<file path="src/rtl/core/hpe_pkg.sv">
// Shared types and constants for the heartbeat pulse envelope core.
`timescale 1ns / 1ps
`default_nettype none

package hpe_pkg;

    typedef enum logic [1:0] {
        MODE_SAMPLE = 2'd0,
        MODE_START  = 2'd1,
        MODE_STOP   = 2'd2,
        MODE_NONE   = 2'd3
    } mode_t;

    typedef enum logic [6:0] {
        ST_IDLE      = 7'b0000001,
        ST_RATE_DIV  = 7'b0000010,
        ST_SHAPE     = 7'b0000100,
        ST_PHASE_DIV = 7'b0001000,
        ST_SCALE     = 7'b0010000,
        ST_LEVEL_DIV = 7'b0100000,
        ST_FINISH    = 7'b1000000
    } state_t;

    localparam int unsigned BPM_W      = 16;
    localparam int unsigned IVL_W      = 11;
    localparam int unsigned LEVEL_W    = 8;
    localparam int unsigned NOW_W      = 32;
    localparam int unsigned NUM_W      = 16;

    localparam logic [BPM_W-1:0]   BPM_RESET     = 16'd60;
    localparam logic [BPM_W-1:0]   RATE_MIN      = 16'd30;
    localparam logic [BPM_W-1:0]   RATE_MAX      = 16'd240;
    localparam logic [NUM_W-1:0]   MS_PER_MINUTE = 16'd60000;
    localparam logic [IVL_W-1:0]   ATTACK_CAP    = 11'd40;
    localparam logic [IVL_W-1:0]   DECAY_CAP     = 11'd180;
    // x / 5 == (x * 6554) >> 15 for every x below 8192
    localparam logic [12:0]        RECIP_5       = 13'd6554;
    localparam int unsigned        RECIP_SHIFT   = 15;

endpackage : hpe_pkg

`default_nettype wire

</file>
<file path="src/rtl/core/heartbeat_pulse_envelope_core.sv">
// Heartbeat pulse envelope core: command sequencer around one shared restoring divider.
`timescale 1ns / 1ps
`default_nettype none

// One result beat per input beat. All divisions but those by five (a reciprocal
// multiply) go through a single restoring divider that retires one quotient bit
// per cycle. A start runs 16 divider steps for 60000 / bpm, then the shape and
// finish states. A sample while running runs TIME_BITS steps for the phase modulo
// and the scale state, then 16 steps for the level scaling when the phase lies
// inside the pulse, then finish. Stop, rejected start, unused mode and idle
// samples go straight to finish. s_ready is low while an item is in work; a
// finished result waits in the output register, and the next result holds until it
// drains. A write on cfg_we updates the beat rate used by later starts.
module heartbeat_pulse_envelope_core
    import hpe_pkg::*;
#(
    parameter int unsigned TIME_BITS = 32
) (
    input  wire logic                aclk,
    input  wire logic                aresetn,

    input  wire logic                cfg_we,
    input  wire logic [BPM_W-1:0]    cfg_wdata,

    input  wire logic                s_valid,
    output logic                     s_ready,
    input  wire logic [1:0]          s_mode,
    input  wire logic [NOW_W-1:0]    s_now_ms,

    output logic                     m_valid,
    input  wire logic                m_ready,
    output logic [LEVEL_W-1:0]       m_level,
    output logic                     m_is_active,
    output logic                     m_start_ok
);

    localparam int unsigned CNT_W = $clog2(TIME_BITS + 1);
    localparam int unsigned PAD   = TIME_BITS - NUM_W;

    state_t                 state_reg,    state_next;
    logic [BPM_W-1:0]       bpm_reg;
    logic [IVL_W-1:0]       interval_reg, interval_next;
    logic [NOW_W-1:0]       start_reg,    start_next;
    logic                   running_reg,  running_next;
    logic [IVL_W-1:0]       attack_reg,   attack_next;
    logic [IVL_W-1:0]       decay_reg,    decay_next;
    logic [NOW_W-1:0]       now_reg,      now_next;
    logic [LEVEL_W-1:0]     level_reg,    level_next;
    logic                   ok_reg,       ok_next;

    logic [TIME_BITS-1:0]   quo_reg,      quo_next;
    logic [IVL_W-1:0]       rem_reg,      rem_next;
    logic [IVL_W-1:0]       dvsr_reg,     dvsr_next;
    logic [CNT_W-1:0]       cnt_reg,      cnt_next;

    logic                   m_valid_reg,  m_valid_next;
    logic [LEVEL_W-1:0]     m_level_reg,  m_level_next;
    logic                   m_active_reg, m_active_next;
    logic                   m_ok_reg,     m_ok_next;

    logic [IVL_W:0]         trial;
    logic                   trial_ge;
    logic [IVL_W-1:0]       rem_step;
    logic [TIME_BITS-1:0]   quo_step;
    logic                   last_step;
    logic [TIME_BITS-1:0]   elapsed;
    logic                   rate_ok;
    logic [23:0]            att_prod;
    logic [25:0]            dec_prod;
    logic [IVL_W-1:0]       att_raw;
    logic [IVL_W-1:0]       dec_raw;
    logic [IVL_W:0]         pulse;
    logic [IVL_W:0]         pulse_left;
    logic [IVL_W+LEVEL_W:0] rise_num;
    logic [IVL_W+LEVEL_W:0] fall_num;

    // shared divider step
    assign trial     = {rem_reg, quo_reg[TIME_BITS-1]};
    assign trial_ge  = trial >= {1'b0, dvsr_reg};
    assign rem_step  = trial_ge ? IVL_W'(trial - {1'b0, dvsr_reg}) : IVL_W'(trial);
    assign quo_step  = {quo_reg[TIME_BITS-2:0], trial_ge};
    assign last_step = cnt_reg == CNT_W'(1);

    assign elapsed   = TIME_BITS'(s_now_ms) - TIME_BITS'(start_reg);
    assign rate_ok   = (bpm_reg >= RATE_MIN) && (bpm_reg <= RATE_MAX);

    assign att_prod  = 24'(interval_reg) * 24'(RECIP_5);
    assign dec_prod  = (26'({interval_reg, 1'b0}) + 26'(interval_reg)) * 26'(RECIP_5);
    assign att_raw   = IVL_W'(att_prod >> RECIP_SHIFT);
    assign dec_raw   = IVL_W'(dec_prod >> RECIP_SHIFT);

    assign pulse      = {1'b0, attack_reg} + {1'b0, decay_reg};
    assign pulse_left = pulse - {1'b0, rem_reg};
    assign rise_num   = ({rem_reg, 8'd0} - (IVL_W+LEVEL_W+1)'(rem_reg));
    assign fall_num   = ({pulse_left, 8'd0} - (IVL_W+LEVEL_W+1)'(pulse_left));

    always_comb begin
        state_next    = state_reg;
        interval_next = interval_reg;
        start_next    = start_reg;
        running_next  = running_reg;
        attack_next   = attack_reg;
        decay_next    = decay_reg;
        now_next      = now_reg;
        level_next    = level_reg;
        ok_next       = ok_reg;
        quo_next      = quo_reg;
        rem_next      = rem_reg;
        dvsr_next     = dvsr_reg;
        cnt_next      = cnt_reg;
        m_valid_next  = m_valid_reg;
        m_level_next  = m_level_reg;
        m_active_next = m_active_reg;
        m_ok_next     = m_ok_reg;

        if (m_valid_reg && m_ready) begin
            m_valid_next = 1'b0;
        end

        case (state_reg)
            ST_IDLE: begin
                if (s_valid) begin
                    now_next   = s_now_ms;
                    level_next = '0;
                    ok_next    = 1'b0;
                    rem_next   = '0;
                    state_next = ST_FINISH;
                    case (mode_t'(s_mode))
                        MODE_SAMPLE: begin
                            if (running_reg && (interval_reg != '0)) begin
                                quo_next   = elapsed;
                                dvsr_next  = interval_reg;
                                cnt_next   = CNT_W'(TIME_BITS);
                                state_next = ST_PHASE_DIV;
                            end
                        end
                        MODE_START: begin
                            if (rate_ok) begin
                                quo_next   = TIME_BITS'(MS_PER_MINUTE) << PAD;
                                dvsr_next  = IVL_W'(bpm_reg);
                                cnt_next   = CNT_W'(NUM_W);
                                state_next = ST_RATE_DIV;
                            end else begin
                                interval_next = '0;
                                running_next  = 1'b0;
                            end
                        end
                        MODE_STOP: begin
                            interval_next = '0;
                            running_next  = 1'b0;
                        end
                        default: begin
                        end
                    endcase
                end
            end
            ST_RATE_DIV: begin
                quo_next = quo_step;
                rem_next = rem_step;
                cnt_next = cnt_reg - CNT_W'(1);
                if (last_step) begin
                    interval_next = quo_step[IVL_W-1:0];
                    start_next    = now_reg;
                    running_next  = 1'b1;
                    ok_next       = 1'b1;
                    state_next    = ST_SHAPE;
                end
            end
            ST_SHAPE: begin
                attack_next = (att_raw < ATTACK_CAP) ? att_raw : ATTACK_CAP;
                if (attack_next == '0) begin
                    attack_next = IVL_W'(1);
                end
                decay_next = (dec_raw < DECAY_CAP) ? dec_raw : DECAY_CAP;
                state_next = ST_FINISH;
            end
            ST_PHASE_DIV: begin
                quo_next = quo_step;
                rem_next = rem_step;
                cnt_next = cnt_reg - CNT_W'(1);
                if (last_step) begin
                    state_next = ST_SCALE;
                end
            end
            ST_SCALE: begin
                rem_next   = '0;
                cnt_next   = CNT_W'(NUM_W);
                state_next = ST_LEVEL_DIV;
                if (rem_reg < attack_reg) begin
                    quo_next  = TIME_BITS'(NUM_W'(rise_num)) << PAD;
                    dvsr_next = attack_reg;
                end else if (({1'b0, rem_reg} < pulse) && (decay_reg != '0)) begin
                    quo_next  = TIME_BITS'(NUM_W'(fall_num)) << PAD;
                    dvsr_next = decay_reg;
                end else begin
                    state_next = ST_FINISH;
                end
            end
            ST_LEVEL_DIV: begin
                quo_next = quo_step;
                rem_next = rem_step;
                cnt_next = cnt_reg - CNT_W'(1);
                if (last_step) begin
                    level_next = quo_step[LEVEL_W-1:0];
                    state_next = ST_FINISH;
                end
            end
            ST_FINISH: begin
                if (!m_valid_reg || m_ready) begin
                    m_valid_next  = 1'b1;
                    m_level_next  = level_reg;
                    m_active_next = running_reg && (interval_reg != '0);
                    m_ok_next     = ok_reg;
                    state_next    = ST_IDLE;
                end
            end
            default: begin
                state_next = ST_IDLE;
            end
        endcase
    end

    always_ff @(posedge aclk) begin
        if (!aresetn) begin
            state_reg    <= ST_IDLE;
            bpm_reg      <= BPM_RESET;
            interval_reg <= '0;
            start_reg    <= '0;
            running_reg  <= 1'b0;
            attack_reg   <= IVL_W'(1);
            decay_reg    <= '0;
            m_valid_reg  <= 1'b0;
        end else begin
            state_reg    <= state_next;
            if (cfg_we) begin
                bpm_reg <= cfg_wdata;
            end
            interval_reg <= interval_next;
            start_reg    <= start_next;
            running_reg  <= running_next;
            attack_reg   <= attack_next;
            decay_reg    <= decay_next;
            m_valid_reg  <= m_valid_next;
        end
    end

    always_ff @(posedge aclk) begin
        now_reg      <= now_next;
        level_reg    <= level_next;
        ok_reg       <= ok_next;
        quo_reg      <= quo_next;
        rem_reg      <= rem_next;
        dvsr_reg     <= dvsr_next;
        cnt_reg      <= cnt_next;
        m_level_reg  <= m_level_next;
        m_active_reg <= m_active_next;
        m_ok_reg     <= m_ok_next;
    end

    assign s_ready     = state_reg == ST_IDLE;
    assign m_valid     = m_valid_reg;
    assign m_level     = m_level_reg;
    assign m_is_active = m_active_reg;
    assign m_start_ok  = m_ok_reg;

    a_running_has_interval: assert property (@(posedge aclk) disable iff (!aresetn)
        running_reg |-> (interval_reg != '0))
        else $error("running without a beat interval");

    a_attack_nonzero: assert property (@(posedge aclk) disable iff (!aresetn)
        (state_reg == ST_SCALE) |-> (attack_reg != '0))
        else $error("zero attack divisor in level scaling");

    a_busy_after_accept: assert property (@(posedge aclk) disable iff (!aresetn)
        (s_valid && s_ready) |=> !s_ready)
        else $error("ready while a beat is in work");

    a_result_from_finish: assert property (@(posedge aclk) disable iff (!aresetn)
        $rose(m_valid_reg) |-> $past(state_reg == ST_FINISH))
        else $error("result beat raised outside finish");

    a_start_ok_active: assert property (@(posedge aclk) disable iff (!aresetn)
        (m_valid_reg && m_ok_reg) |-> m_active_reg)
        else $error("accepted start reported inactive");

endmodule : heartbeat_pulse_envelope_core

`default_nettype wire

</file>
<file path="config.mk">
export PLATFORM = sky130hd
export DESIGN_NAME = heartbeat_pulse_envelope_core
export DESIGN_NICKNAME = d
export VERILOG_FILES = /design/src/rtl/core/hpe_pkg.sv /design/src/rtl/core/heartbeat_pulse_envelope_core.sv
export SDC_FILE = /design/constraint.sdc
export NUM_CORES = 1
export LEC_CHECK = 0
export BUFFER_PORTS_ARGS = -buffer_cell sky130_fd_sc_hd__buf_2
export CORE_ASPECT_RATIO = 1.1
export CORE_MARGIN = 2
export CORE_UTILIZATION = 60
export CTS_CLUSTER_DIAMETER = 150
export DETAILED_ROUTE_END_ITERATION = 12
export PLACE_DENSITY = 0.78
export SETUP_SLACK_MARGIN = 0.1
export SLEW_MARGIN = 20
export SYNTH_ARGS = -nofsm -noshare
export SYNTH_HDL_FRONTEND = slang
export SYNTH_SLANG_ARGS = --single-unit
</file>
<file path="constraint.sdc">
create_clock -name aclk -period 10.4 [get_ports aclk]
set_input_delay 2.6 -clock aclk [delete_from_list [all_inputs] [get_ports aclk]]
set_output_delay 2.6 -clock aclk [all_outputs]
set_load 0.02 [all_outputs]
</file>
==> summary.md <==
| Metric | Value |
|---|---|
| Startpoint type of the worst setup path | register |
| Slew HR | roughly a quarter |
| Clk_skew | between 0.01 and 0.015 ns |
| CP arrival | about 8.1 ns |
| Post-DRT Antenna Nets | 0 |
| Cts repair resizes | 0 |
| Ys async rst share | 0% |
| Post-synthesis net count | approximately 2200 |
| I/O pin total | 67 |
| Post-layout util | between 60 and 70% |
| CORE AREA | ~0.028 mm2 |
| Most common cell after layout, fill and taps aside | inv_1 |
| Worst vdd ir | 104 uV |
| Fillers | 2276 |
| Status | finished, final reports clean |
| Final net count | 2272 |
| Post-CTS setup buffer count | 0 |
| Final std cells w/o fill | roughly 2300 |
| Hold-fix buffers, CTS | 0 |
| Worst min path class | register to register |
| Cell mode on critical path | fa_1 |
| Seq pwr share | between 40 and 50% |
| Switching fraction of total power | about a third |
| Sequential share of the synthesized area | between 20% and 30% |
| First-pass GRT wire length | roughly 70000 um |
| Leak Pwr | approximately 0.0087 uW |
| WL final | 41500 um |
| RSZ-0062 raised after global routing | false |
| Final-report hold violation count | 0 |
| Chip Width | around 160 um |
| Num CTS Buffers | 17 |
| Kind of critical path | register to register |
| All-layer global routing usage | ~29% |
| Sw Pwr | 804 uW |
| Die area | slightly below 0.03 mm2 |
| Clk sinks | 199 |
| Post-synthesis cell count | around 1800 |
| Crit path time final | a little under 8 ns |
| Tightest Pin Transition | roughly 1.1 ns |
| Via density | about 6 |
| Largest net degree at the start of global routing | 54 |
| Required @ worst endpoint | 10.79 ns |
| Reg-to-reg startpoint | interval_reg[0] |
| Dpl cells | around 2200 |
| Setup_tns | 0 ns |
| Cell area power density | about 130 mW/mm2 |
| Core Rows | 64 |
| Distinct cells, synth | between 70 and 80 |
| Clock transition at path regs | roughly 0.080 ns |
| Final slew viol count | 0 |
| Root Buffer | clkbuf_16 |
| Worst-Skew Late Latency | about 0.45 ns |
| H-tree levels | 4 |
| P_int | between 1500 and 2000 uW |
| I/O Buffers | 66 |
| Initial antenna violation count | 0 |
| Vias | ~14000 |
| DR WL/cell | roughly 18 um |
| Max-cap violation count | 0 |
| Worst setup startpoint | interval_reg[0] |
| Remaining routing DRC violations | 0 |
| Final setup vio count | 0 |
| Post-synth EDFFs | approximately 110 |
| CTS tree | done |
| Post-DP HPWL | about 33000 um |
| Most frequent cells in the layout | 252 x inv_1, 245 x ha_1, 164 x nand2_1 |
| Kind of end point of the critical path | register |
| Synth-to-layout area growth | 7.74% |
| CP max stage delay | about 0.7 ns |
| FF/Latch Area | 0.00509 mm2 |
| CP max FO | 13 |
| Min-delay src | level_reg[2] |
| Gate power share | approximately 28% |
| Worst path slowest cell | dfxtp_1 |
| Clock share of power | a little under 30% |
| Iter 0 DRT Violations | 1138 |
| Period utilization | between 70% and 80% |
| Total grt overflow | 0 |
| Number of global-route vias before repair | 13600 |
| CTS Buffer Depth | 2 |
| Routability Congestion | around 0.93 |
| Starting Density | roughly three fifths |
| Predominant post-synthesis flop cell | edfxtp_1 |
| CP bufs+invs | 4 |
| Max Freq | 130 MHz |
| Ant. Diodes | 0 |
| Avg Synthesized Cell Area | around 9.3 um2 |
| Flop and latch count out of synthesis | slightly below 200 |
| Area of the multi-input gates | around 0.011 mm2 |
| Synthesis Warnings | 0 |
| Die Y | roughly 180 um |
| Share of cells above drive strength 1 | under 10% |
| Pre-Repair DR Iteration Count | 6 |
| CP delay by family, top | adder cells |
| Mapped Area | about 0.017 mm2 |
worst paths after layout:
kind | slack [ns] | end | cells after the start
max | 2.71 | decay_reg[3] | 27
min | 0.42 | m_level[2] | 0
max reg2reg | 2.71 | decay_reg[3] | 27
min reg2reg | 0.42 | m_level[2] | 0
stage by stage:
step	instance area, um2	worst slack (ns)	power (uW)	hold WS (ns)
floorplan	17100	3.35	1470	0.400
global placement	17800	2.96	1650	0.403
detailed placement	17800	2.75	1660	0.405
CTS	18400	2.73	2350	0.422
global route	18400	2.01	2460	0.426
finish	18400	2.71	2350	0.422
worst reg2reg max path: cells and delay by family (launching register included):
kind	cells	cell delay, ns
AND/OR/NAND/NOR	4	0.81
AO/OA/AOI/OAI	10	2.21
buffers and inverters	4	0.22
adder cells (fa/ha/maj)	8	3.44
XOR/XNOR	1	0.24
flip-flops	1	0.70
power by group through the flow:
| stage | Combinational [uW] | Clock (uW) | Sequential (uW) |
|---|---|---|---|
| 2_1_floorplan | 488 | 0 | 984 |
| 3_3_place_gp | 642 | 0 | 1010 |
| 3_5_place_dp | 658 | 0 | 1010 |
| 4_1_cts | 663 | 694 | 989 |
| 5_1_grt | 740 | 724 | 997 |
| 6_report | 671 | 692 | 991 |
cell type report:
type                            count  area share (%)
Clock inverter                     13           0.911
Multi-Input combinational cell   1342            59.1
Clock buffer                       19            2.35
Inverter                          253            5.16
Tap cell                          363            2.47
Sequential cell                   199            27.7
Timing Repair Buffer               79            2.32
metal layers:
metal  global-route usage (%)  routed length [um]  share of wire, %
met5                        0                   0                 0
met1                     37.3               17800                43
met2                     49.1               20400                49
met3                     4.16                2230               5.4
met4                     9.53                1090               2.6
synth_stat cells (all sizes together), types with 33 or more instances:
cell | n | area (um2)
ha | 245 | 3070
nor3 | 33 | 165
nor2 | 114 | 428
inv | 253 | 950
xor2 | 46 | 403
edfxtp | 111 | 3330
fa | 80 | 1600
dfxtp | 88 | 1760
a31oi | 33 | 228
a21oi | 112 | 561
nand2 | 164 | 616
clkbuf | 44 | 165
xnor2 | 61 | 534
a21o | 34 | 255
o21ai | 82 | 410
cell families (layout without fill, tap and decap cells):
| logic type | Yosys count | in the layout | synth area share [%] |
|---|---|---|---|
| buf+inv | 301 | 364 | 6.62 |
| fa+ha+maj | 325 | 325 | 27.3 |
| simple gates | 457 | 457 | 12.6 |
| compound gates | 425 | 425 | 16.4 |
| mux | 27 | 27 | 1.59 |
| xor+xnor | 108 | 108 | 5.62 |
| flops | 199 | 199 | 29.8 |
(Power assumes the default switching activity.)
